[src/rtl/mgr2x_pkg.sv]
// Shared constants, types and weight table for the 2x restriction block.
`timescale 1ns / 1ps
package mgr2x_pkg;

    localparam int MAX_PAIRS   = 1024;
    localparam int SAMPLE_BITS = 16;
    localparam int LINE_DEPTH  = 2 * MAX_PAIRS + 1;
    localparam int POS_BITS    = $clog2(LINE_DEPTH);
    localparam int PAIR_BITS   = 11;
    localparam int WGT_BITS    = 17;
    localparam int PROD_BITS   = SAMPLE_BITS + WGT_BITS + 1;
    localparam int ACC_BITS    = PROD_BITS + 4;
    localparam int FRAC_BITS   = 16;

    localparam logic [1:0] CFG_PAIRS_ACROSS = 2'd0;
    localparam logic [1:0] CFG_PAIRS_DOWN   = 2'd1;
    localparam logic [1:0] CFG_MODE         = 2'd2;

    localparam logic [1:0] MODE_FULL   = 2'd0;
    localparam logic [1:0] MODE_HALF   = 2'd1;
    localparam logic [1:0] MODE_INJECT = 2'd2;

    typedef logic signed [SAMPLE_BITS-1:0] t_sample;
    typedef logic signed [PROD_BITS-1:0]   t_prod;

    // control for one item leaving the input stage
    typedef struct packed {
        logic       emit;
        logic [1:0] mode;
        logic [1:0] cls;      // number of border directions of the coarse point
        logic       r_odd;
        logic       c_odd;
        logic       top_ok;   // row above the coarse point exists
        logic       left_ok;  // column left of the coarse point exists
        logic       row_end;
        logic       grid_end;
    } t_ctl;

    // kind: 0 center, 1 orthogonal, 2 diagonal
    function automatic logic [WGT_BITS-1:0] weight_of(input logic [1:0] mode,
                                                      input logic [1:0] cls,
                                                      input logic [1:0] kind);
        logic [WGT_BITS-1:0] w;
        w = '0;
        case (mode)
            MODE_FULL: begin
                case ({cls, kind})
                    4'b0000: w = 17'd16384;
                    4'b0001: w = 17'd8192;
                    4'b0010: w = 17'd4096;
                    4'b0100: w = 17'd21823;
                    4'b0101: w = 17'd10918;
                    4'b0110: w = 17'd5461;
                    4'b1000: w = 17'd29098;
                    4'b1001: w = 17'd14549;
                    4'b1010: w = 17'd7274;
                    default: w = '0;
                endcase
            end
            MODE_HALF: begin
                case ({cls, kind})
                    4'b0000: w = 17'd21843;
                    4'b0001: w = 17'd10922;
                    4'b0100: w = 17'd26214;
                    4'b0101: w = 17'd13107;
                    4'b1000: w = 17'd32768;
                    4'b1001: w = 17'd16384;
                    default: w = '0;
                endcase
            end
            default: begin
                // injection: unit weight on the center passes the sample through
                w = (kind == 2'd0) ? 17'd65536 : '0;
            end
        endcase
        return w;
    endfunction

endpackage

[src/rtl/mgr2x_window.sv]
// 3x3 tap window over three fine rows, tap masking and registered products.
`timescale 1ns / 1ps
module mgr2x_window
    import mgr2x_pkg::*;
(
    input  logic    i_clk,
    input  logic    i_rst_n,
    input  logic    i_en,
    input  logic    i_valid,
    input  t_sample i_sample,
    input  t_sample i_upper,
    input  t_sample i_middle,
    input  t_ctl    i_ctl,
    output logic    o_valid,
    output logic    o_row_end,
    output logic    o_grid_end,
    output t_prod   o_prod [9]
);
    // [0] newest column, [2] two columns back
    t_sample r_cur [3], r_prv [3], r_old [3];
    t_sample n_cur [3], n_prv [3], n_old [3];
    t_prod   n_prod [9];
    t_prod   r_prod [9];
    logic    r_valid, r_row_end, r_grid_end;

    always_comb begin
        t_sample t;
        t_sample p_in, q_in;
        logic    use_tap;
        int      ri, ci;
        logic [1:0] kind;
        logic signed [WGT_BITS:0] w;
        p_in = i_ctl.r_odd ? i_middle : i_upper;
        q_in = i_upper;
        n_cur[0] = i_sample; n_cur[1] = r_cur[0]; n_cur[2] = r_cur[1];
        n_prv[0] = p_in;     n_prv[1] = r_prv[0]; n_prv[2] = r_prv[1];
        n_old[0] = q_in;     n_old[1] = r_old[0]; n_old[2] = r_old[1];
        for (int dr = 0; dr < 3; dr++) begin
            for (int dc = 0; dc < 3; dc++) begin
                use_tap = 1'b1;
                if (dr == 0 && !i_ctl.top_ok) use_tap = 1'b0;
                if (dr == 2 && !i_ctl.r_odd) use_tap = 1'b0;
                if (dc == 0 && !i_ctl.left_ok) use_tap = 1'b0;
                if (dc == 2 && !i_ctl.c_odd) use_tap = 1'b0;
                // column slot: odd column centers on slot 1, last column on slot 0
                ci = i_ctl.c_odd ? (2 - dc) : (1 - dc);
                if (ci < 0) ci = 0;
                ri = i_ctl.r_odd ? dr : dr + 1;
                case (ri)
                    0:       t = n_old[ci];
                    1:       t = n_prv[ci];
                    default: t = n_cur[ci];
                endcase
                kind = 2'((dr != 1 ? 1 : 0) + (dc != 1 ? 1 : 0));
                w = $signed({1'b0, weight_of(i_ctl.mode, i_ctl.cls, kind)});
                if (use_tap) begin
                    n_prod[dr*3+dc] = PROD_BITS'(t * w);
                end else begin
                    n_prod[dr*3+dc] = '0;
                end
            end
        end
    end

    always_ff @(posedge i_clk) begin
        if (!i_rst_n) begin
            r_valid <= 1'b0;
            for (int k = 0; k < 3; k++) begin
                r_cur[k] <= '0;
                r_prv[k] <= '0;
                r_old[k] <= '0;
            end
        end else if (i_en) begin
            r_valid <= i_valid && i_ctl.emit;
            if (i_valid) begin
                r_cur <= n_cur;
                r_prv <= n_prv;
                r_old <= n_old;
            end
        end
    end

    always_ff @(posedge i_clk) begin
        if (i_en) begin
            r_prod     <= n_prod;
            r_row_end  <= i_ctl.row_end;
            r_grid_end <= i_ctl.grid_end;
        end
    end

    assign o_valid    = r_valid;
    assign o_row_end  = r_row_end;
    assign o_grid_end = r_grid_end;
    assign o_prod     = r_prod;
endmodule

[config.mk]
export PLATFORM = sky130hd
export DESIGN_NAME = mgr2x_window
export DESIGN_NICKNAME = d
export VERILOG_FILES = /design/src/rtl/mgr2x_pkg.sv /design/src/rtl/mgr2x_window.sv
export SDC_FILE = /design/constraint.sdc
export NUM_CORES = 2
export LEC_CHECK = 0
export ABC_AREA = 1
export BUFFER_PORTS_ARGS = -buffer_cell sky130_fd_sc_hd__buf_2
export CORE_ASPECT_RATIO = 0.7
export CORE_MARGIN = 2
export CORE_UTILIZATION = 55
export CTS_CLUSTER_DIAMETER = 50
export CTS_CLUSTER_SIZE = 20
export DETAILED_ROUTE_END_ITERATION = 7
export GPL_TIMING_DRIVEN = 1
export MAX_ROUTING_LAYER = met4
export PLACE_DENSITY = 0.74
export RECOVER_POWER = 50
export SLEW_MARGIN = 20
export SYNTH_ARGS = -nofsm -noshare
export SYNTH_HDL_FRONTEND = slang
export SYNTH_SLANG_ARGS = --single-unit
[constraint.sdc]
create_clock -name i_clk -period 14.3 [get_ports i_clk]
set_clock_uncertainty 0.15 [all_clocks]
set_input_delay 1.43 -clock i_clk [delete_from_list [all_inputs] [get_ports i_clk]]
set_output_delay 1.43 -clock i_clk [all_outputs]
set_load 0.01 [all_outputs]
==> impl_metrics.json <==
{
  "cts_buffers": 49,
  "synth_edf_count": 292,
  "port_buffers": 371,
  "hpwlAfterDp_um": 232000,
  "syn_inst": 10200,
  "h-tree-depth": 2,
  "grt_usage": 0.364,
  "setup_violations": 0,
  "first_iter_violations": 7118,
  "synth_ff_type": "edfxtp_1",
  "yosysWarnings": 0,
  "cpPeakStageDelay_ns": 1.63,
  "status": "finished with violations",
  "first_global_vias": 71200,
  "leakage_nw": 47.6,
  "route.vias.total": 69200,
  "cp_common_cell": "fa_1",
  "syn-cell-area_um2": 85300,
  "max_slew_margin": -3.61,
  "fin_crit_sh": 0.732,
  "syn_area_per_cell_um2": 8.40,
  "rows": 120,
  "critical_path_peak_fanout": 58,
  "clkTransAtPathRegs_ns": 0.06,
  "required_ns": 14.57,
  "overflow": 0,
  "tightest_slew_ns": 6.91,
  "worstHoldPathType": "register to register",
  "cpLargestDelayFamily": "adder cells",
  "hold_viol_final": 0,
  "synth_top_cell_area_share": 0.355,
  "core_area_um2": 153000,
  "powerDensity_nw_per_um2": 70.9,
  "gp_congestion": 1.02,
  "die_w_um": 475,
  "fin_crit_ns": 10.46,
  "postCtsSetupRepairBufs": 0,
  "die-area_um2": 158000,
  "drive_above_1_share": 0.0402,
  "die_h_um": 334,
  "avgViaCountPerCell": 5.52,
  "grt_pass1_wl_um": 425000,
  "start_util": 0.556,
  "first_pass_iters": 7,
  "cts_buffer_depth": 3,
  "fin_cells": 12500,
  "nets": 13100,
  "async_flop_share": 0,
  "rsz0062_at_grt": "no",
  "ys_types": 57,
  "clk_latency_ns": 0.72,
  "grt_max_degree": 129,
  "io_pins": 372,
  "synth.area.top_cells": "fa_1, ha_1, inv_1",
  "post-place-cells": 12400,
  "fin_util": 0.591,
  "slew_violations": 452,
  "yosysTopAreaCell": "fa_1",
  "cts_resized": 0,
  "setup.worst_path.end_class": "register",
  "cp_slowest_cell": "clkbuf_1",
  "tns_ns": 0,
  "wire_per_inst_um": 21.8,
  "cts_tree": "yes",
  "fill_cells": 13900,
  "synth.net_count": 12900,
  "cts_sinks": 389,
  "root_buffer": "clkbuf_16",
  "startpoint_type": "input port",
  "yosysSeqAreaShare": 0.126,
  "violations": "max-capacitance violations, max-slew violations",
  "max_freq_mhz": 95.6,
  "holdBufCountCts": 0,
  "ir_worst_vdd_mv": 0.0763,
  "ys_seq_elements": 389,
  "antenna_left": 0,
  "antenna_found_initial": 8,
  "cp_num_buf_inv": 7,
  "arrival_ns": 10.73,
  "drc": 0,
  "wl_um": 274000,
  "syn_to_final_growth_pct": 6.24,
  "cap_violations": 6,
  "crit_type": "input port to register"
}
## power by group
group          internal [mW]  total (mW)  switching, mW  leakage (nW)
Sequential              1.41        1.47         0.0584          3.73
Combinational           1.18        3.57           2.38          43.0
Clock                  0.713        1.39          0.676         0.849
## through the flow
stage / power [mW] / hold slack, ns / area [um2] / setup slack, ns
3_3_place_gp: 5.01 / 0.307 / 89100 / 3.92
3_5_place_dp: 5.03 / 0.323 / 89100 / 3.96
4_1_cts: 6.47 / 0.339 / 90900 / 4.70
6_report: 6.43 / 0.339 / 90600 / 3.84
2_1_floorplan: 3.82 / 0.297 / 85300 / 6.17
5_1_grt: 6.95 / 0.356 / 90600 / 3.46
## synth_stat cells, types with 17 or more instances
master       n
dfxtp_1     97
xnor2_1     21
inv_1     2571
ha_1      1126
o21ai_1     28
o21ai_2     30
clkbuf_1    99
buf_1       20
o21bai_1    40
buf_4       31
nor2_1    1359
a21o_1      33
nand2_1   1290
o21ai_0    407
a21boi_0    17
edfxtp_1   292
o21a_1      66
nand4_1     44
a21oi_1    564
inv_2       33
xor2_1      27
nand3_1    196
fa_1      1513
buf_2       53
nor3_1      51
## registers in the layout, summed over array words and instances, names as in the netlist
register    cells
o_prod        290
n_cur          32
n_old          32
n_prv          32
o_grid_end      1
o_row_end       1
o_valid         1
## metal layers
metal,part of all wire,global-route usage
met3,0.10,0.0765
met5,0,-
met2,0.43,0.522
met4,0.039,0.117
met1,0.43,0.517
## path summary, 6_finish.rpt
| check | start | end | slack [ns] | cells after the start |
|---|---|---|---|---|
| worst min-delay path | n_old[0]$_SDFFE_PN0P_ | n_old[0]$_SDFFE_PN0P_ | 0.34 | 2 |
| worst max-delay path | i_ctl[4] | o_prod[202]$_SDFFCE_PN0P_ | 3.84 | 25 |
| worst max register to register | n_prv[27]$_SDFFE_PN0P_ | o_prod[292]$_SDFFCE_PN0P_ | 7.21 | 20 |
| worst min register to register | n_old[0]$_SDFFE_PN0P_ | n_old[0]$_SDFFE_PN0P_ | 0.34 | 2 |
## kinds of logic after synthesis
family,after synthesis,share of synthesized area
flops,389,0.126
compound gates,1231,0.0798
mux,5,0.000587
simple gates,3021,0.141
fa+ha+maj,2639,0.520
xor+xnor,48,0.00493
buf+inv,2826,0.128
## cell type report
class	count	area (um2)	area share
Multi-Input combinational cell	6944	63800	0.703
Sequential cell	389	10700	0.118
Inverter	2611	9810	0.108
Antenna cell	9	22.5	0.000248
Tap cell	2074	2590	0.0286
Clock inverter	41	527	0.00581
Clock buffer	51	1250	0.0138
Timing Repair Buffer	421	1970	0.0217
## worst reg2reg max path, cell delays in order (launching register included)
cell and delay (ns):
dfxtp_1 0.33, nand2_1 0.07, nand2_1 0.11, o21ai_0 0.99, nor2_1 0.46, fa_1 0.66, fa_1 0.44, fa_1 0.52
inv_1 0.06, fa_1 0.52, inv_1 0.05, fa_1 0.45, fa_1 0.46, ha_1 0.37, a21oi_1 0.28, o21ai_0 0.18
a21oi_1 0.19, o21ai_0 0.19, a21oi_1 0.21, and2_1 0.15, nor2_1 0.05
## placed cells by master, fill, tap and decap left out, types with 48 or more instances in the layout
cell / n
nor3_1: 51
nand3_1: 196
inv_1: 2570
ha_1: 1126
clkbuf_1: 209
a21oi_1: 564
buf_4: 48
o21a_1: 66
edfxtp_1: 292
dfxtp_1: 97
buf_2: 165
nor2_1: 1354
fa_1: 1513
nand2_1: 1289
clkbuf_16: 50
o21ai_0: 407
No activity file was read; power rests on OpenSTA's default activity.
