==> src/rtl/mgr2x_pkg.sv <==
// Shared constants, types and weight table for the 2x restriction block.
`timescale 1ns / 1ps
package mgr2x_pkg;

    localparam int MAX_PAIRS   = 1024;
    localparam int SAMPLE_BITS = 16;
    localparam int LINE_DEPTH  = 2 * MAX_PAIRS + 1;
    localparam int POS_BITS    = $clog2(LINE_DEPTH);
    localparam int PAIR_BITS   = 11;
    localparam int WGT_BITS    = 17;
    localparam int PROD_BITS   = SAMPLE_BITS + WGT_BITS + 1;
    localparam int ACC_BITS    = PROD_BITS + 4;
    localparam int FRAC_BITS   = 16;

    localparam logic [1:0] CFG_PAIRS_ACROSS = 2'd0;
    localparam logic [1:0] CFG_PAIRS_DOWN   = 2'd1;
    localparam logic [1:0] CFG_MODE         = 2'd2;

    localparam logic [1:0] MODE_FULL   = 2'd0;
    localparam logic [1:0] MODE_HALF   = 2'd1;
    localparam logic [1:0] MODE_INJECT = 2'd2;

    typedef logic signed [SAMPLE_BITS-1:0] t_sample;
    typedef logic signed [PROD_BITS-1:0]   t_prod;

    // control for one item leaving the input stage
    typedef struct packed {
        logic       emit;
        logic [1:0] mode;
        logic [1:0] cls;      // number of border directions of the coarse point
        logic       r_odd;
        logic       c_odd;
        logic       top_ok;   // row above the coarse point exists
        logic       left_ok;  // column left of the coarse point exists
        logic       row_end;
        logic       grid_end;
    } t_ctl;

    // kind: 0 center, 1 orthogonal, 2 diagonal
    function automatic logic [WGT_BITS-1:0] weight_of(input logic [1:0] mode,
                                                      input logic [1:0] cls,
                                                      input logic [1:0] kind);
        logic [WGT_BITS-1:0] w;
        w = '0;
        case (mode)
            MODE_FULL: begin
                case ({cls, kind})
                    4'b0000: w = 17'd16384;
                    4'b0001: w = 17'd8192;
                    4'b0010: w = 17'd4096;
                    4'b0100: w = 17'd21823;
                    4'b0101: w = 17'd10918;
                    4'b0110: w = 17'd5461;
                    4'b1000: w = 17'd29098;
                    4'b1001: w = 17'd14549;
                    4'b1010: w = 17'd7274;
                    default: w = '0;
                endcase
            end
            MODE_HALF: begin
                case ({cls, kind})
                    4'b0000: w = 17'd21843;
                    4'b0001: w = 17'd10922;
                    4'b0100: w = 17'd26214;
                    4'b0101: w = 17'd13107;
                    4'b1000: w = 17'd32768;
                    4'b1001: w = 17'd16384;
                    default: w = '0;
                endcase
            end
            default: begin
                // injection: unit weight on the center passes the sample through
                w = (kind == 2'd0) ? 17'd65536 : '0;
            end
        endcase
        return w;
    endfunction

endpackage

==> src/rtl/mgr2x_sum.sv <==
// Sums the nine products, rounds to nearest and saturates into the result register.
`timescale 1ns / 1ps
module mgr2x_sum
    import mgr2x_pkg::*;
(
    input  logic    i_clk,
    input  logic    i_rst_n,
    input  logic    i_en,
    input  logic    i_valid,
    input  logic    i_row_end,
    input  logic    i_grid_end,
    input  t_prod   i_prod [9],
    output logic    o_valid,
    output logic    o_row_end,
    output logic    o_grid_end,
    output t_sample o_sample
);
    localparam int Q_BITS = ACC_BITS - FRAC_BITS;
    localparam logic signed [Q_BITS-1:0] SAT_HI = Q_BITS'((1 << (SAMPLE_BITS - 1)) - 1);
    localparam logic signed [Q_BITS-1:0] SAT_LO = -SAT_HI - Q_BITS'(1);

    logic signed [ACC_BITS-1:0] acc, rnd;
    logic signed [Q_BITS-1:0]   q;
    t_sample                    n_sample, r_sample;
    logic                       r_valid, r_row_end, r_grid_end;

    always_comb begin
        acc = '0;
        for (int k = 0; k < 9; k++) begin
            acc = acc + ACC_BITS'(i_prod[k]);
        end
        rnd = acc + ACC_BITS'(1 << (FRAC_BITS - 1));
        q   = Q_BITS'(rnd >>> FRAC_BITS);
        if (q > SAT_HI) n_sample = SAT_HI[SAMPLE_BITS-1:0];
        else if (q < SAT_LO) n_sample = SAT_LO[SAMPLE_BITS-1:0];
        else n_sample = q[SAMPLE_BITS-1:0];
    end

    always_ff @(posedge i_clk) begin
        if (!i_rst_n) begin
            r_valid <= 1'b0;
        end else if (i_en) begin
            r_valid <= i_valid;
        end
    end

    always_ff @(posedge i_clk) begin
        if (i_en) begin
            r_sample   <= n_sample;
            r_row_end  <= i_row_end;
            r_grid_end <= i_grid_end;
        end
    end

    assign o_valid    = r_valid;
    assign o_row_end  = r_row_end;
    assign o_grid_end = r_grid_end;
    assign o_sample   = r_sample;
endmodule

==> config.mk <==
export PLATFORM = sky130hd
export DESIGN_NAME = mgr2x_sum
export DESIGN_NICKNAME = d
export VERILOG_FILES = /design/src/rtl/mgr2x_pkg.sv /design/src/rtl/mgr2x_sum.sv
export SDC_FILE = /design/constraint.sdc
export NUM_CORES = 1
export LEC_CHECK = 0
export ABC_AREA = 1
export BUFFER_PORTS_ARGS = -buffer_cell sky130_fd_sc_hd__buf_4
export CAP_MARGIN = 5
export CORE_MARGIN = 4
export CORE_UTILIZATION = 56
export DETAILED_ROUTE_END_ITERATION = 10
export PLACE_DENSITY = 0.92
export SLEW_MARGIN = 20
export SYNTH_ARGS = -nofsm -noshare
export SYNTH_HDL_FRONTEND = slang
export SYNTH_SLANG_ARGS = --single-unit
==> constraint.sdc <==
create_clock -name i_clk -period 7.8 [get_ports i_clk]
set_input_delay 0.39 -clock i_clk [delete_from_list [all_inputs] [get_ports i_clk]]
set_output_delay 0.39 -clock i_clk [all_outputs]
set_load 0.005 [all_outputs]
==> summary.txt, run 1 <==
Logic synthesis
  • Synthesized flop and latch total: 19
  • Mapped Cells: 912
  • Register area share after synthesis: 6.35%
  • Syn nets: 1532
  • Mean Syn Cell Area: 9.68 µm²
  • Mapped Area: 0.00883 mm²
  • YS warnings: 0
  • Cell variety after synth: 33

Final layout
  • Layout cells sized above 1: 29.7%
  • Syn-to-layout area delta: 31.7%
  • Layout Nets: 1865
  • Fin area: 0.0116 mm²
  • Most frequent cells in the layout: 330 x buf_4, 240 x fa_1, 232 x inv_1
  • Commonest non-fill, non-tap cell in the layout: buf_4

Die
  • Core Region: 0.0153 mm²
  • Overall die height: 134 µm
  • Num rows: 45
  • Full die area: 0.0178 mm²
  • Top Ports: 331
  • Die width: 134 µm
  • Initial Util: 57.7%

Clock network
  • Post-CTS sizing: 0
  • Hold Buf Count CTS: 0
  • Post-CTS Setup Inserts: 0
  • CTS tree: built
  • CTS root buf: clkbuf_16
  • Worst-path clk slew: 0.06 ns
  • Number of H-tree levels: 1
  • CTS Buf Count: 3
  • Worst-case clock buffer depth: 2
  • Clk_lat worst skew: 0.25 ns
  • Sink Count: 19

Worst setup path
  • Critical path arrival: 5.18 ns
  • Crit end category: flip-flop
  • Critical Path Start Type: primary input
  • CP max FO: 15
  • Crit Path Class: primary input to flip-flop
  • CP required: 7.91 ns

STA
  • Max Freq: 197 MHz
  • Clk_skew: 0 ns
  • TNS Setup: 0 ns
  • Final hold vios: 0
  • Fin crit share: 65.0%
  • Final min period: 5.07 ns
  • # setup viols final: 0
  • Hold_ws: 0.310 ns
  • Fin. max-slew vios: 0
  • RSZ-0062 raised after global routing: no
  • Slew of the pin with the lowest slew margin: 0.492 ns
  • Worst rel slew slack: 66.9%

Placed design
  • Gpl congestion: 0.963
  • Port Buf Inserts: 330
  • Placed Area: 0.0115 mm²
  • Post-DP HPWL: 23500 µm

Job
  • Max_cap viols: 0

Worst hold path
  • Hold Crit Class: primary input to flip-flop

Route
  • Drt pass-1 iters: 5
  • Routed vias/inst: 5.14
  • Vias: 7478
  • ANT nets after route: 0
  • WL final: 24900 µm
  • DRT iter0 DRCs: 364
  • WL/cell: 17.1 µm
  • Drc violations: 0

Global route
  • Total grt overflow: 0
  • Pin count of the biggest net entering global routing: 21
  • First-pass GRT wire length: 40900 µm
  • Initial antenna violation count: 2
  • Vias in the first global route: 8907
  • GRT Overall Usage: 28.9%

Outcome
  • Outcome: completed
==> final cells by class <==
cell class | count | area [µm²]
antenna | 1 | 2.50
clock buffer | 3 | 75.1
clock inverter | 1 | 7.51
fill | 1041 | 3690
inverter | 236 | 886
multi-input combinational | 655 | 7360
sequential | 19 | 561
tap | 211 | 264
timing repair buffer | 330 | 2480
==> cell usage after synthesis, drive strengths merged <==
| library cell | number | share of area, % |
|---|---|---|
| fa | 240 | 54 |
| inv | 236 | 10 |
| nand2 | 162 | 7.4 |
| ha | 68 | 9.6 |
| nor2 | 56 | 2.8 |
| a21oi | 36 | 2.0 |
| nand3 | 25 | 1.6 |
| edfxtp | 18 | 6.1 |
| o21ai | 17 | 0.96 |
| xor2 | 12 | 1.3 |
| a31oi | 7 | 0.50 |
| o21bai | 6 | 0.51 |
| xnor2 | 5 | 0.50 |
| a21o | 4 | 0.34 |
| nor3 | 4 | 0.28 |
| nor4 | 4 | 0.35 |
| and3 | 2 | 0.14 |
| buf | 2 | 0.34 |
| nand4 | 2 | 0.14 |
| a21boi | 1 | 0.085 |
| and2 | 1 | 0.071 |
| dfxtp | 1 | 0.23 |
| nand3b | 1 | 0.085 |
| o21a | 1 | 0.085 |
| o311ai | 1 | 0.099 |
==> critical path, cell delays in order <==
cell and delay [ns]:
buf_4 0.11, fa_1 0.52, fa_1 0.55, inv_1 0.05, fa_1 0.53, inv_1 0.06, fa_1 0.47, ha_1 0.31
ha_1 0.36, inv_1 0.12, o21ai_0 0.18, nor2_1 0.17, o21ai_0 0.10, a21oi_1 0.23, nand2_1 0.10, nand2_1 0.08
nand2_1 0.09, nor2_1 0.09, nand4_1 0.11, nand2_2 0.27, nand2_1 0.14, nand2_1 0.11
==> metal layers <==
metal / up-vias / track usage, % / part of all wire (%)
met1: 3600 / 30.9 / 32
li1: 3387 / - / -
met5: - / 0 / 0.044
met3: 89 / 5.17 / 8.3
met4: 2 / 10.7 / 4.2
met2: 400 / 56.2 / 56
==> path summary, 6_finish.rpt <==
kind	start	to	slack, ns	cells past startpoint
max reg2reg	o_valid	o_valid	7.15	2
min reg2reg	o_valid	o_valid	0.57	2
max	i_prod[32]	o_sample[3]	2.73	22
min	i_row_end	o_row_end	0.31	1
==> stage by stage <==
| stage | worst slack (ns) | util, % | instances |
|---|---|---|---|
| after detailed placement | 2.49 | 75.4 | 1451 |
| after global placement | 2.58 | 75.4 | 1451 |
| after global routing | 2.45 | 75.9 | 1456 |
| final | 2.73 | 75.9 | 1456 |
| after CTS | 2.72 | 75.9 | 1455 |
| after floorplan | 3.09 | - | 912 |
==> cells by family after synthesis <==
family / share of synthesized area, %
XOR/XNOR: 1.77
AO/OA/AOI/OAI: 4.62
buffers and inverters: 10.4
adder cells (fa/ha/maj): 64.0
flip-flops: 6.35
AND/OR/NAND/NOR: 12.9
==> flip-flops by register name, summed over array words and instances, names as in the netlist <==
register	cells
o_valid	1
o_sample	16
o_grid_end	1
o_row_end	1
Power of run 1 is not shown: default switching activity piles up to over one toggle a cycle in this logic, so the estimate is an artifact.
==> run 2: changes to the inputs <==
ABC_AREA = 0   (was 1)
CORE_UTILIZATION = 46   (was 56)
PLACE_DENSITY = 0.82   (was 0.92)
clock period = 4.11 ns   (was 7.8 ns; I/O delays follow)
==> summary.txt, run 2 <==
Global route
  • Vias in the first global route: 8171
  • Pin count of the biggest net entering global routing: 20
  • Initial antenna violation count: 0
  • GRT Overall Usage: 22.5%
  • First-pass GRT wire length: 36500 µm
  • Total grt overflow: 0

Worst setup path
  • CP max FO: 7
  • Slowest library cell on the worst path: fa_2
  • Buf/Inv on CP: 7
  • CP required: 4.12 ns
  • Critical path arrival: 5.34 ns
  • Crit end category: flip-flop
  • Top delay family on crit path: adder cells
  • Cell Chain, Critical Path: buf_4 -> inv_1 -> fa_1 -> inv_1 -> fa_1 -> fa_2 -> fa_2 -> ha_4 -> ha_4 -> nand3_2 -> o41a_1 -> buf_4 -> a2111oi_4 -> a21o_1 -> o211ai_1 -> o21ai_2 -> buf_4 -> a21oi_2 -> xnor2_2 -> buf_4 -> o31ai_4 -> clkbuf_16 -> a21o_2
  • Most used cell, CP: buf_4
  • R2R setup slack: 3.51 ns
  • Crit Path Class: primary input to flip-flop
  • CP max stage delay: 0.56 ns
  • Critical Path Start Type: primary input

Die
  • Top Ports: 331
  • Num rows: 48
  • Initial Util: 47.4%
  • Overall die height: 142 µm
  • Full die area: 0.0202 mm²
  • Core Region: 0.0175 mm²
  • Die width: 142 µm

Final layout
  • ANT cells: 0
  • Fill count: 1298
  • Layout Nets: 1782
  • Max reg flops: 16
  • Layout cells sized above 1: 43.1%
  • Commonest non-fill, non-tap cell in the layout: buf_4
  • Most frequent cells in the layout: 426 x buf_4, 230 x fa_1, 189 x inv_1
  • Footprint of the multi-input gates: 0.00736 mm²
  • Register area: 561 µm²
  • Syn-to-layout area delta: 48.7%

Logic synthesis
  • Mean Syn Cell Area: 11.4 µm²
  • Mapped Cells: 729
  • Synth Flop Type: edfxtp_1
  • Register area share after synthesis: 6.77%
  • Post-synth ARST share: 0%
  • Area leader, netlist: fa_1
  • Mapped Area: 0.00828 mm²
  • Cell variety after synth: 53
  • Top cells by count, synth: 240 x fa_1, 192 x inv_1, 68 x ha_1
  • Synth top area share: 58.0%
  • Count leader, synth: fa_1
  • Syn nets: 1349
  • Ranking of synthesized cells by area: fa_1 58%, ha_1 10%, inv_1 8.7%
  • YS warnings: 0
  • Synthesized flop and latch total: 19
  • EDFF count, synth: 18

Route
  • Vias: 6825
  • Drc violations: 0
  • WL/cell: 16.5 µm
  • WL final: 22900 µm
  • Routed vias/inst: 4.92
  • Drt pass-1 iters: 4
  • ANT nets after route: 0
  • DRT iter0 DRCs: 207

STA
  • Fin crit share: 130%
  • RSZ-0062 raised after global routing: yes
  • Final min period: 5.33 ns
  • Worst rel slew slack: 73.1%
  • Clk_skew: 0 ns
  • Fin. max-slew vios: 0
  • Post-route setup slack: -1.22 ns
  • Slew of the pin with the lowest slew margin: 0.400 ns
  • Max Freq: 187 MHz
  • Final hold vios: 0
  • # setup viols final: 16

Clock network
  • Number of H-tree levels: 1
  • Sink Count: 19
  • Clk_lat worst skew: 0.24 ns
  • Worst-case clock buffer depth: 2
  • CTS Buf Count: 3
  • CTS root buf: clkbuf_16
  • Worst-path clk slew: 0.06 ns
  • Hold Buf Count CTS: 0
  • CTS tree: built

Job
  • Max_cap viols: 0

Placed design
  • Gpl congestion: 0.937
  • Port Buf Inserts: 330
  • Dpl ws: -1.81 ns
  • Post-DP HPWL: 21100 µm

Worst hold path
  • Hold Crit Class: primary input to flip-flop

Outcome
  • Outcome: finished, violations left
  • Failing checks: setup timing
run 2: cell count changes in the layout (fill, tap and decap cells not counted), moves of 5 or more:
cell | before | now
a31oi_1 | 7 | 1
buf_4 | 330 | 426
nand2_2 | 17 | 1
ha_4 | 0 | 10
buf_6 | 0 | 6
nand2_1 | 145 | 22
fa_2 | 0 | 10
xnor2_1 | 5 | 10
ha_1 | 68 | 57
fa_1 | 240 | 230
inv_1 | 232 | 189
nand3_1 | 22 | 5
o21a_1 | 1 | 16
nor2_1 | 48 | 14
run 2: cells by family (layout without fill, tap and decap cells):
family / count (synthesis) / in the layout / synth area share (%)
muxes: 1 / 1 / 0.121
and+or+nand+nor: 78 / 78 / 4.74
DFF: 19 / 19 / 6.77
buffers and inverters: 198 / 630 / 9.17
adders and majority gates: 308 / 308 / 68.3
xor gates and xnor gates: 24 / 24 / 2.54
AOI/OAI and AO/OA: 101 / 101 / 8.37
run 2: layout make-up:
type	instances	area share (%)
Clock buffer	3	0.609
Clock inverter	1	0.0406
Inverter	192	5.87
Multi-Input combinational cell	512	59.8
Sequential cell	19	4.55
Tap cell	225	2.29
Timing Repair Buffer	434	26.9
run 2: repair_timing:
item	in CTS	in global routing
setup buffers	4	6
setup endpoints to repair	16	16
pin swaps	39	47
gates cloned	0	1
resized for setup	23	51
run 2: final timing paths:
path	startpoint	to	cells after the start
max reg2reg	o_valid	o_valid	2
min reg2reg	o_valid	o_valid	2
min	i_row_end	o_row_end	1
max	i_prod[4]	o_sample[8]	23
run 2: through the flow:
step | util [%] | cell area [µm²] | std cells | hold slack [ns] | setup TNS, ns
after floorplan | - | 8290 | 729 | 0.304 | -17.89
after global placement | 67.0 | 11700 | 1371 | 0.385 | -24.75
after detailed placement | 67.0 | 11700 | 1371 | 0.385 | -28.12
after CTS | 68.3 | 11900 | 1379 | 0.130 | -19.13
after global routing | 70.5 | 12300 | 1386 | 0.125 | -21.73
final | 70.5 | 12300 | 1386 | 0.135 | -18.73
run 2: metal layers:
metal | vias to the layer above | global-route usage (%) | part of all wire, %
met5 | - | 0 | 0
met2 | 271 | 44.9 | 57
li1 | 3124 | - | -
met3 | 58 | 4.20 | 7.6
met4 | 0 | 6.36 | 3.2
met1 | 3372 | 23.7 | 32
run 2: worst reg2reg max path: cells and delay by family, from the launching register on:
| kind | cells | cell delay, ns |
|---|---|---|
| flip-flops | 1 | 0.31 |
| multiplexers | 1 | 0.12 |
| AND/OR/NAND/NOR | 1 | 0.06 |
Power of run 2 is left out for the same reason.
==> run 3: changes to the inputs <==
clock period = 4.8 ns   (was 4.11 ns; I/O delays follow)
==> summary.txt, run 3 (same netlist as run 2, synthesis figures left out) <==
Outcome
  • Outcome: finished, violations left
  • Failing checks: setup timing

Worst setup path
  • Reg-to-reg endpoint: o_valid
  • Critical Path Start Type: primary input
  • CP max FO: 7
  • FF-to-FF Start: o_valid
  • Crit end category: flip-flop
  • CP required: 4.81 ns
  • R2R setup slack: 4.19 ns
  • Crit Path Class: primary input to flip-flop
  • Critical path arrival: 5.56 ns
  • CP startpoint: i_prod[73]
  • Crit path capture: o_sample[6]
  • R2R depth: 2

Clock network
  • Worst-case clock buffer depth: 2
  • CTS root buf: clkbuf_16
  • Number of H-tree levels: 1
  • Sink Count: 19
  • CTS tree: built
  • Hold Buf Count CTS: 0
  • Clk_lat worst skew: 0.25 ns
  • CTS Buf Count: 3
  • Worst-path clk slew: 0.06 ns

Route
  • WL/cell: 16.3 µm
  • Vias: 6806
  • DRT iter0 DRCs: 221
  • Drc violations: 0
  • Routed vias/inst: 4.91
  • ANT nets after route: 0
  • Drt pass-1 iters: 4
  • WL final: 22600 µm

Die
  • Full die area: 0.0202 mm²
  • Num rows: 48
  • Overall die height: 142 µm
  • Top Ports: 331
  • Die width: 142 µm
  • Core Region: 0.0175 mm²
  • Initial Util: 47.4%

STA
  • Final min period: 5.55 ns
  • Clk_skew: 0 ns
  • # setup viols final: 16
  • Max Freq: 180 MHz
  • Fin crit share: 116%
  • Slew of the pin with the lowest slew margin: 0.472 ns
  • Final hold vios: 0
  • TNS Setup: -11.11 ns
  • Worst rel slew slack: 68.3%
  • Fin. max-slew vios: 0
  • RSZ-0062 raised after global routing: yes
  • Post-route setup slack: -0.749 ns

Global route
  • First-pass GRT wire length: 36300 µm
  • Initial antenna violation count: 0
  • Pin count of the biggest net entering global routing: 20
  • Total grt overflow: 0
  • GRT Overall Usage: 22.1%
  • Vias in the first global route: 7941

Final layout
  • Most frequent cells in the layout: 430 x buf_4, 234 x fa_1, 187 x inv_1
  • Layout Cells excl Fill: 1386
  • Fill count: 1275
  • Layout Nets: 1782
  • Footprint of the multi-input gates: 0.00729 mm²
  • Max reg flops: 16
  • ANT cells: 0
  • Register area: 561 µm²
  • Syn-to-layout area delta: 47.7%
  • Commonest non-fill, non-tap cell in the layout: buf_4
  • Fin area: 0.0122 mm²
  • Layout cells sized above 1: 42.8%

Placed design
  • Post-DP HPWL: 20600 µm
  • Cell total after placement: 1370
  • Port Buf Inserts: 330
  • Dpl ws: -1.12 ns
  • Placed Area: 0.0117 mm²
  • Gpl congestion: 0.905

Worst hold path
  • Hold Crit Class: primary input to flip-flop

Job
  • Max_cap viols: 0
[run 3: stage by stage]
stage / hold WS [ns] / util (%)
after floorplan: 0.339 / -
after global placement: 0.419 / 67.0
after detailed placement: 0.420 / 67.0
after CTS: 0.164 / 68.3
after global routing: 0.160 / 70.0
final: 0.165 / 70.0
[run 3: worst min path at each step]
stage,startpoint,endpoint,depth (start not counted)
global route,i_grid_end,o_grid_end,1
detailed placement,i_row_end,o_row_end,1
floorplan,i_grid_end,o_grid_end,0
finish,i_row_end,o_row_end,1
global placement,i_row_end,o_row_end,1
CTS,i_row_end,o_row_end,1
[run 3: critical path: stages]
cell and delay (ns):
buf_8 0.07, inv_4 0.03, fa_1 0.55, inv_2 0.05
fa_1 0.52, fa_1 0.46, fa_1 0.59, ha_4 0.23
ha_4 0.27, nand3_2 0.05, o41a_1 0.37, a2111oi_4 0.38
a31oi_2 0.18, buf_4 0.17, and3b_2 0.27, a2111oi_4 0.05
xnor2_2 0.18, nor4_4 0.35, a31oi_4 0.17, clkbuf_16 0.19
o21a_1 0.17
[run 3: routing by layer]
metal / up-vias / track usage, % / wire, µm
met2: 279 / 44.7 / 13100
li1: 3122 / - / -
met1: 3365 / 23.9 / 7190
met3: 40 / 4.23 / 1870
met5: - / 0 / 0
met4: 0 / 3.38 / 488
[run 3: repair_timing]
item,in CTS,in global routing
gates resized for setup,19,46
gates cloned,0,2
pin swaps,21,51
setup endpoints to repair,16,16
buffers inserted,7,3
[run 3: final cells by class]
cell class              count  share of cell area (%)
multi-input cells         512                    59.6
repair buffers            434                    27.0
inverters                 192                    5.91
flip-flops and latches     19                    4.58
well taps                 225                    2.30
clock buffers               3                   0.614
clock inverters             1                  0.0409
Power of run 3 is left out for the same reason.
